`config.mk`:
```
export PLATFORM = sky130hd
export DESIGN_NAME = srls_ctrl
export DESIGN_NICKNAME = d
export VERILOG_FILES = /design/src/hdl/srls_pkg.sv /design/src/hdl/srls_ctrl.sv
export SDC_FILE = /design/constraint.sdc
export NUM_CORES = 1
export LEC_CHECK = 0
export ABC_CLOCK_PERIOD_IN_PS = 1450
export BUFFER_PORTS_ARGS = -buffer_cell sky130_fd_sc_hd__buf_2
export CORE_AREA = 2 2 39 41
export DETAILED_ROUTE_END_ITERATION = 10
export DIE_AREA = 0 0 41 43
export PLACE_DENSITY_LB_ADDON = 0.15
export SYNTH_ARGS = -nofsm -noshare
export SYNTH_HDL_FRONTEND = slang
export SYNTH_SLANG_ARGS = --single-unit
```
`constraint.sdc`:
```
create_clock -name i_clk -period 1.45 [get_ports i_clk]
set_clock_uncertainty 0.2 [all_clocks]
set_input_delay 0.2175 -clock i_clk [delete_from_list [all_inputs] [get_ports i_clk]]
set_output_delay 0.2175 -clock i_clk [all_outputs]
set_load 0.05 [all_outputs]
```
`src/hdl/srls_pkg.sv`:
```
// Shared types and request codes for the sparse row list store.
package srls_pkg;

    // Request codes carried in the req_type field.
    localparam logic [1:0] REQ_WRITE = 2'd0;
    localparam logic [1:0] REQ_FETCH = 2'd1;
    localparam logic [1:0] REQ_READ  = 2'd2;
    localparam logic [1:0] REQ_CLEAR = 2'd3;

    // One request beat.
    typedef struct packed {
        logic [1:0]  req_type;
        logic [7:0]  row_index;
        logic [15:0] col_index;
        logic [63:0] write_value;
    } t_req;

    // One response beat.
    typedef struct packed {
        logic [63:0] read_value;
        logic        found;
        logic        status;
    } t_rsp;

    // Commands from the controller to the datapath.
    typedef struct packed {
        logic accept;
        logic cmp_en;
        logic act_en;
        logic out_load;
    } t_ctl_cmd;

    // Status from the datapath to the controller.
    typedef struct packed {
        logic out_free;
    } t_ctl_sts;

endpackage

```
`src/hdl/srls_ctrl.sv`:
```
// Controller state machine that sequences one request through the datapath.
module srls_ctrl (
    input  logic                  i_clk,
    input  logic                  i_rst_n,
    input  logic                  i_valid,
    output logic                  o_ready,
    input  srls_pkg::t_ctl_sts    i_sts,
    output srls_pkg::t_ctl_cmd    o_cmd
);

    typedef enum logic [1:0] {
        S_IDLE,
        S_CMP,
        S_ACT,
        S_DONE
    } t_state;

    t_state r_state;
    t_state n_state;

    // Next state: lookup, compare, act, then wait for the response register.
    always_comb begin
        n_state = r_state;
        unique case (r_state)
            S_IDLE: begin
                if (i_valid) begin
                    n_state = S_CMP;
                end
            end
            S_CMP:  n_state = S_ACT;
            S_ACT:  n_state = S_DONE;
            S_DONE: begin
                if (i_sts.out_free) begin
                    n_state = S_IDLE;
                end
            end
            default: n_state = S_IDLE;
        endcase
    end

    always_ff @(posedge i_clk) begin
        if (!i_rst_n) begin
            r_state <= S_IDLE;
        end else begin
            r_state <= n_state;
        end
    end

    // Command decode.
    assign o_ready         = (r_state == S_IDLE);
    assign o_cmd.accept    = (r_state == S_IDLE) && i_valid;
    assign o_cmd.cmp_en    = (r_state == S_CMP);
    assign o_cmd.act_en    = (r_state == S_ACT);
    assign o_cmd.out_load  = (r_state == S_DONE) && i_sts.out_free;

endmodule

```
After elaboration in Yosys (flattened, before gate mapping)
Cells that the tools add are included.
Widths: inputs -> output; s select.
Storage, ports and cells
  logic and storage cells: 13
  input port bits: 4
  bits in registers: 2
  bits in latches: 0
  memories kept: 0
  RAM bits: 0
  ROM bits: 0
  output and inout port bits: 5
Cells by class
  shifts and indexed selects: 0
  bitwise operators: 0
  equal/unequal tests: 5
  order comparisons: 0
  reductions and logical operators: 4
  div/mod/pow operators: 0
  add/subtract/negate cells: 0
  multiplexer cells: 3
  multiply operators: 0
Operators with widths (count)
  $pmux 2 s4: 1
  $eq 2x2->1 const B: 2
  $mux 2: 2
  $ne 2x2->1 const B: 2
  $eq 2x1->1 const B: 1
  $logic_and 1x1->1: 2
  $logic_not 2->1: 1
  $reduce_and 2->1: 1

Logic depth before layout (Yosys ltp)
Gate-level depths: netlist of the first run.
  depth in word-level cells: 3
  mapped depth: 4
  gate-level depth less buffers: 4

Worst setup path before layout of the first run
OpenSTA, ideal clock, no wires.
  kind: flip-flop to output port
  start: register r_state[0]
  end: output port o_cmd[3] in the netlist's numbering
  buffers on the path: 0
  cell stages (with the launch flop): 4
  arrival: 1.417 ns
  data required time: 1.033 ns
  setup slack: -0.385 ns
  cells stage by stage: dfxtp_1 > inv_1 > ha_1 > and2_1
RTL lines
  start: declaration: line srls_ctrl.sv:18  | t_state r_state;
  start signal: assignment: line srls_ctrl.sv:45  | r_state <= n_state;
  end: declaration: line srls_ctrl.sv:8  | output srls_pkg::t_ctl_cmd o_cmd

==> results.md, run 1 <==
Critical path
• flop — Worst Setup Start Kind
• output pin — kind of capture point of the worst setup path
• 1070 ps — arrival time reported for the critical path endpoint
• 1030 ps — required time of the critical path
• 4 — maximum fanout along the worst path
• reg2out — CP Class

Power
• 0.510 mV — Max IR drop VDD
• 2190 nW/µm² — power density over the cells
• 0.140 nW — total leakage power
• 676 µW — Total Power Consumption

Timing
• 1.03 — fraction of the cycle the final worst path needs
• true — unrepaired setup endpoints after global routing
• 0 — Hold Vio Cnt, Final
• 0.837 — Worst slew margin
• 247 ps — transition time at the pin with the least slew margin
• 673 MHz — maximum clock rate
• 0 — number of pins with negative max-slew slack in the final report
• 72.2 ps — worst hold slack after final layout
• 2 — setup violation total in the final timing report
• 1490 ps — time the worst path needs with I/O delays and setup
• -36.6 ps — minimum setup slack in the final design

Global routing
• 163 — number of global-route vias before repair
• 600 µm — wire length of the first global-routing pass
• 0 — antenna violations before repair
• 5 — pin count of the biggest net entering global routing
• 0.0611 — total global-route track usage
• 0 — gr ovfl total

CTS
• 2 — number of buffers on the longest clock path
• 220 ps — clock insertion delay at the later pin of the skew report
• done — TritonCTS clock tree
• 3 — total clock buffers created by CTS
• sky130_fd_sc_hd__clkbuf_4 — Clock Root Buffer
• 2 — sinks on the clock net
• 0 — hold buffers post-CTS
• 30 ps — clock slew seen by the registers of the worst setup and hold paths
• 1 — H-tree level count

Die
• 9 — num ports
• 14 — num rows
• 1380 µm² — core outline area
• 0.124 — initial standard-cell utilization of the core
• 41 µm — chip width
• 43 µm — die height
• 1760 µm² — area of the die

Placement
• 8 — number of port buffers
• 9.17 ps — Worst Setup Slack post-DPL
• 306 µm — HPWL after DPL
• 239 µm² — Area after DPL
• 0.586 — Final Wtd Congestion

Layout
• 2 — max FFs per register
• r_state x2 — biggest registers after layout
• sky130_fd_sc_hd__buf_2 — leading cell type in the layout, fill and taps excluded
• r_state — Top reg by flops
• 80.3% — Area growth syn-to-layout
• 309 µm² — post-route standard cell area excluding fillers
• sky130_fd_sc_hd__buf_2 (4), sky130_fd_sc_hd__clkbuf_4 (3) — highest-count cells in the layout ignoring fill and taps
• 0.223 — post-layout utilization of the core
• 0.767 — share of post-route cells with drive strength above 1
• 161 — Layout fillers
• 0 — diode count
• 40 — net count of the finished layout

Synthesis
• 11 — number of distinct library cells after synthesis
• 0 — count of yosys warnings during synthesis
• 0.292 — area share of the largest cell type after synthesis
• sky130_fd_sc_hd__ha_1 — library cell with the largest summed area after synthesis
• 18 — post-synthesis cell count
• 2 — synthesis-stage register bit count
• 9.52 µm² — mean instance size in the synthesized netlist
• 0.234 — sequential fraction of the synthesis area
• 171 µm² — synthesized area
• sky130_fd_sc_hd__ha_1 (29%), sky130_fd_sc_hd__dfxtp_1 (23%), sky130_fd_sc_hd__nor2b_4 (8.0%) — top area cells in the synthesized netlist
• 26 — Synth Net Count

Detailed routing
• 0 — 1st-iter DRT viols
• 3.46 — average vias per placed instance
• 8.52 µm — post-detailed-route wirelength per cell
• 1 — TritonRoute pass-1 iters
• 0 — Antenna Violating Nets Remaining
• 159 — via count
• 0 — DRC viols
• 392 µm — final routed wirelength across all metal layers

Outcome
• negative setup slack — violated checks
• finished, violations left — status

Run
• 0 — count of maximum capacitance violations

Hold path
• in2reg — Hold Path Class

-- critical path, stage by stage (launching register included) --
cell and delay [ps]:
sky130_fd_sc_hd__dfxtp_2 350, sky130_fd_sc_hd__inv_2 60, sky130_fd_sc_hd__ha_4 160, sky130_fd_sc_hd__and2_4 130
sky130_fd_sc_hd__buf_8 140
-- layer usage --
layer / up-vias / wire length (µm) / track usage
li1: 82 / - / -
met1: 72 / 145 / 0.0447
met2: 5 / 208 / 0.0813
met3: 0 / 39 / 0.0785
met4: 0 / 0 / 0.0400
met5: - / 0 / 0
-- metrics by stage --
step | instances | setup TNS [ps]
5_1_grt | 46 | -189
2_1_floorplan | 18 | -33.3
6_report | 46 | -56.5
4_1_cts | 46 | -83.2
3_3_place_gp | 42 | 0
3_5_place_dp | 42 | 0
-- where the power goes --
part	internal, mW	leakage (nW)	total [mW]	switching (mW)
Sequential	0.0806	0.0172	0.105	0.0249
Clock	0.0913	0.0138	0.122	0.0309
Combinational	0.179	0.109	0.449	0.269
Total	0.351	0.140	0.676	0.325
-- final timing paths --
kind	start	to	slack (ps)	depth (start not counted)
hold reg to reg	r_state[1]	r_state[1]	290	2
setup reg to reg	r_state[1]	r_state[0]	50	5
setup / recovery	r_state[1]	o_cmd[3]	-40	4
hold / removal	i_rst_n	r_state[1]	70	3
-- final cells by class --
cell class                      count  area (µm²)  share of cell area
Sequential cell                     2        42.5               0.138
Tap cell                           16        20.0              0.0648
Clock buffer                        3        22.5              0.0729
Timing Repair Buffer                9        72.6               0.235
Multi-Input combinational cell     13         140               0.453
Inverter                            3        11.3              0.0364
-- Yosys cell counts --
cell type                 n
sky130_fd_sc_hd__and2_1   1
sky130_fd_sc_hd__dfxtp_1  2
sky130_fd_sc_hd__mux2i_1  1
sky130_fd_sc_hd__a21oi_2  1
sky130_fd_sc_hd__o31a_1   1
sky130_fd_sc_hd__nor2b_4  1
sky130_fd_sc_hd__nand2_1  2
sky130_fd_sc_hd__inv_1    3
sky130_fd_sc_hd__and2_2   1
sky130_fd_sc_hd__o21a_1   1
sky130_fd_sc_hd__ha_1     4
-- timing repair --
action | CTS | global route
pin swaps | 1 | 0
setup buffers | 1 | 0
setup endpoints to repair | 5 | 5
resized for setup | 12 | 3
-- kinds of logic after synthesis --
kind of cell / Yosys count / synth area share
buffers and inverters: 3 / 0.0657
AOI/OAI and AO/OA: 3 / 0.146
and+or+nand+nor: 5 / 0.204
adders and majority gates: 4 / 0.292
DFF: 2 / 0.234
muxes: 1 / 0.0584
Power figures use the tool's default switching activity.
==> inputs of run 2 (changes only) <==
Settings changed: ABC_AREA from default to 1.
==> run 2 against run 1 <==
Against the previous run: the run still ends with negative setup slack left; sequential cell count unchanged; fmax about the same; total power increased by 34%; largest cell class unchanged; count of clock-buffer cells in the layout unchanged; die area unchanged; non-clock buffer count increased by 1; critical endpoint unchanged; sequential share of layout area decreased by 0.34 points.
==> results.md, run 2 <==
Global routing
• 0 — gr ovfl total, unchanged
• 5 — pin count of the biggest net entering global routing, unchanged
• 0.0591 — total global-route track usage, -0.00200
• 0 — antenna violations before repair, unchanged
• 186 — number of global-route vias before repair, +14%
• 655 µm — wire length of the first global-routing pass, +9.2%

Die
• 0.129 — initial standard-cell utilization of the core, +0.00543
• 1380 µm² — core outline area, unchanged
• 1760 µm² — area of the die, unchanged
• 14 — num rows, unchanged
• 41 µm — chip width, unchanged
• 9 — num ports, unchanged
• 43 µm — die height, unchanged

Critical path
• 1030 ps — required time of the critical path, about the same
• 80 ps — flop2flop setup slack, +30 ps
• 1070 ps — arrival time reported for the critical path endpoint, about the same
• inv_4 > ha_4 > nand2_4 > clkinvlp_4 > buf_8 — cells along the critical path
• sky130_fd_sc_hd__dfxtp_4 — master of the slowest instance on the critical path
• flop — Worst Setup Start Kind
• 370 ps — Max stage delay on crit path, +20 ps
• 4 — maximum fanout along the worst path, unchanged
• reg2out — CP Class
• output pin — kind of capture point of the worst setup path

Layout
• r_state x2 — biggest registers after layout
• 2 — max FFs per register, unchanged
• 163 — Layout fillers, +1.2%
• r_state — Top reg by flops
• 97.9% — Area growth syn-to-layout
• sky130_fd_sc_hd__nand2_1 (4), sky130_fd_sc_hd__inv_1 (4), sky130_fd_sc_hd__clkbuf_4 (4) — highest-count cells in the layout ignoring fill and taps
• 0.615 — share of post-route cells with drive strength above 1, -0.151
• 55 — count of non-filler cells in the finished layout, +20%
• 49 — net count of the finished layout, +23%
• 0 — diode count, unchanged

Hold path
• in2reg — Hold Path Class

Synthesis
• 0 — Synth async-reset ratio, unchanged
• sky130_fd_sc_hd__ha_1 — library cell with the largest summed area after synthesis
• 0 — fraction of synthesized area in multiplexers, -0.0584
• 26 — post-synthesis cell count, +8
• 0 — xor/xnor cell area share of the yosys netlist, unchanged
• 0 — number of enable flip-flop cells after synthesis, unchanged
• sky130_fd_sc_hd__inv_1 — dominant cell by count in the synthesized netlist
• 0.280 — area share of the largest cell type after synthesis, -0.0123
• 6.88 µm² — mean instance size in the synthesized netlist, -28%
• 0.280 — adder and majority gate portion of the synthesized area, -0.0123
• 2 — synthesis-stage register bit count, unchanged
• 0 — count of yosys warnings during synthesis, unchanged
• 0.0559 — compound-cell area share of the yosys netlist, -0.0900
• 8 — number of distinct library cells after synthesis, -3
• sky130_fd_sc_hd__ha_1 (28%), sky130_fd_sc_hd__dfxtp_1 (22%), sky130_fd_sc_hd__inv_1 (15%) — top area cells in the synthesized netlist
• 34 — Synth Net Count, +31%
• 179 µm² — synthesized area, +4.4%
• sky130_fd_sc_hd__dfxtp_1 — prevailing post-synth register cell
• sky130_fd_sc_hd__inv_1 (7), sky130_fd_sc_hd__nand2_1 (5), sky130_fd_sc_hd__ha_1 (4) — most numerous cell types in the synthesized netlist
• simple AND/OR/NAND/NOR gates — largest family of logic cells by synthesized area
• 0.294 — post-synthesis simple-gate area fraction, +0.0893
• 0.224 — sequential fraction of the synthesis area, -0.00980

Detailed routing
• 3.42 — average vias per placed instance, -1.1%
• 0 — 1st-iter DRT viols, unchanged
• 188 — via count, +18%
• 392 µm — final routed wirelength across all metal layers, unchanged
• 0 — Antenna Violating Nets Remaining, unchanged
• 1 — TritonRoute pass-1 iters, unchanged
• 0 — DRC viols, unchanged
• 7.13 µm — post-detailed-route wirelength per cell, -16%

Power
• 0.133 — Clk network pwr share, -0.048
• 0.182 nW — total leakage power, +30%
• 0.718 — Comb pwr share, +0.055
• 904 µW — Total Power Consumption, +34%
• 436 µW — sw power, +34%
• 2550 nW/µm² — power density over the cells, +17%
• 468 µW — Internal Pwr Total, +33%
• 0.864 mV — Max IR drop VDD, +69%
• 0.482 — switch share, +0.00142
• 0.149 — sequential fraction of design power, -0.007

Timing
• 158 ps — transition time at the pin with the least slew margin, -88.5 ps
• true — unrepaired setup endpoints after global routing
• -37.9 ps — minimum setup slack in the final design, -1.38 ps
• 1490 ps — time the worst path needs with I/O delays and setup, +1.38 ps
• 0 — number of pins with negative max-slew slack in the final report, unchanged
• 32.6 ps — worst hold slack after final layout, -39.6 ps
• 0 — Hold Vio Cnt, Final, unchanged
• 0.895 — Worst slew margin, +0.0584
• 672 MHz — maximum clock rate, about the same
• 1.03 — fraction of the cycle the final worst path needs, about the same
• 3 — setup violation total in the final timing report, +1
• -75.3 ps — setup TNS, -18.8 ps

CTS
• 1 — H-tree level count, unchanged
• 220 ps — clock insertion delay at the later pin of the skew report, about the same
• 30 ps — clock slew seen by the registers of the worst setup and hold paths, about the same
• 3 — total clock buffers created by CTS, unchanged
• 2 — sinks on the clock net, unchanged
• 2 — number of buffers on the longest clock path, unchanged
• done — TritonCTS clock tree
• sky130_fd_sc_hd__clkbuf_4 — Clock Root Buffer
• 0 — hold buffers post-CTS, unchanged

Placement
• 301 µm — HPWL after DPL, -1.6%
• 8 — number of port buffers, unchanged
• 51 — # placed instances, +21%
• 0.579 — Final Wtd Congestion, -1.2%

Outcome
• negative setup slack — violated checks
• finished, violations left — status

Run
• 0 — count of maximum capacitance violations, unchanged

run 2: stage by stage:
stage / setup slack, ps / util / area [µm²]
global placement: 23.4 / 0.190 / 263
detailed placement: 21.8 / 0.190 / 263
global route: -77.1 / 0.256 / 354
CTS: -59.6 / 0.228 / 315
floorplan: 9.15 / - / 195
finish: -37.9 / 0.256 / 354
run 2: final timing paths:
check,from,end,cells after the start
max,r_state[1],o_cmd[3],5
min,i_rst_n,r_state[1],3
max reg2reg,r_state[1],r_state[1],8
min reg2reg,r_state[0],r_state[0],2
run 2: power by group through the flow:
stage / Clock (mW) / Combinational [mW] / Sequential (mW)
finish: 0.120 / 0.649 / 0.134
detailed placement: 0 / 0.487 / 0.107
global placement: 0 / 0.484 / 0.107
global route: 0.135 / 0.708 / 0.136
floorplan: 0 / 0.427 / 0.0993
CTS: 0.131 / 0.559 / 0.115
run 2: kinds of logic (layout without fill, tap and decap cells):
logic type,count (synthesis),in the layout
and+or+nand+nor,11,11
buffers and inverters,7,20
adders and majority gates,4,4
AOI/OAI and AO/OA,2,2
DFF,2,2
run 2: final cells by class:
cell class / instances / area (µm²) / area share
clock buffer: 3 / 22.5 / 0.0636
sequential: 2 / 47.5 / 0.134
inverter: 7 / 35.0 / 0.0989
timing repair buffer: 10 / 93.8 / 0.265
tap: 16 / 20.0 / 0.0565
multi-input combinational: 17 / 135 / 0.382
run 2: critical path, delay by kind of cell (launching register included):
family	cells	cell delay, ps
DFF	1	370
and+or+nand+nor	1	60
adders and majority gates	1	160
buffers and inverters	3	260
run 2: what timing repair did:
item                                    in CTS  in global routing
endpoints found under the setup margin       5                  5
gates resized for setup                     13                 10
buffers inserted                             0                  1
pin swaps                                    0                  1
run 2: per-layer routing:
layer	track usage	part of all wire	vias up
li1	-	-	104
met2	0.0719	0.46	7
met1	0.0671	0.41	77
met5	0	0	-
met4	0.0600	0	0
met3	0.0314	0.12	0
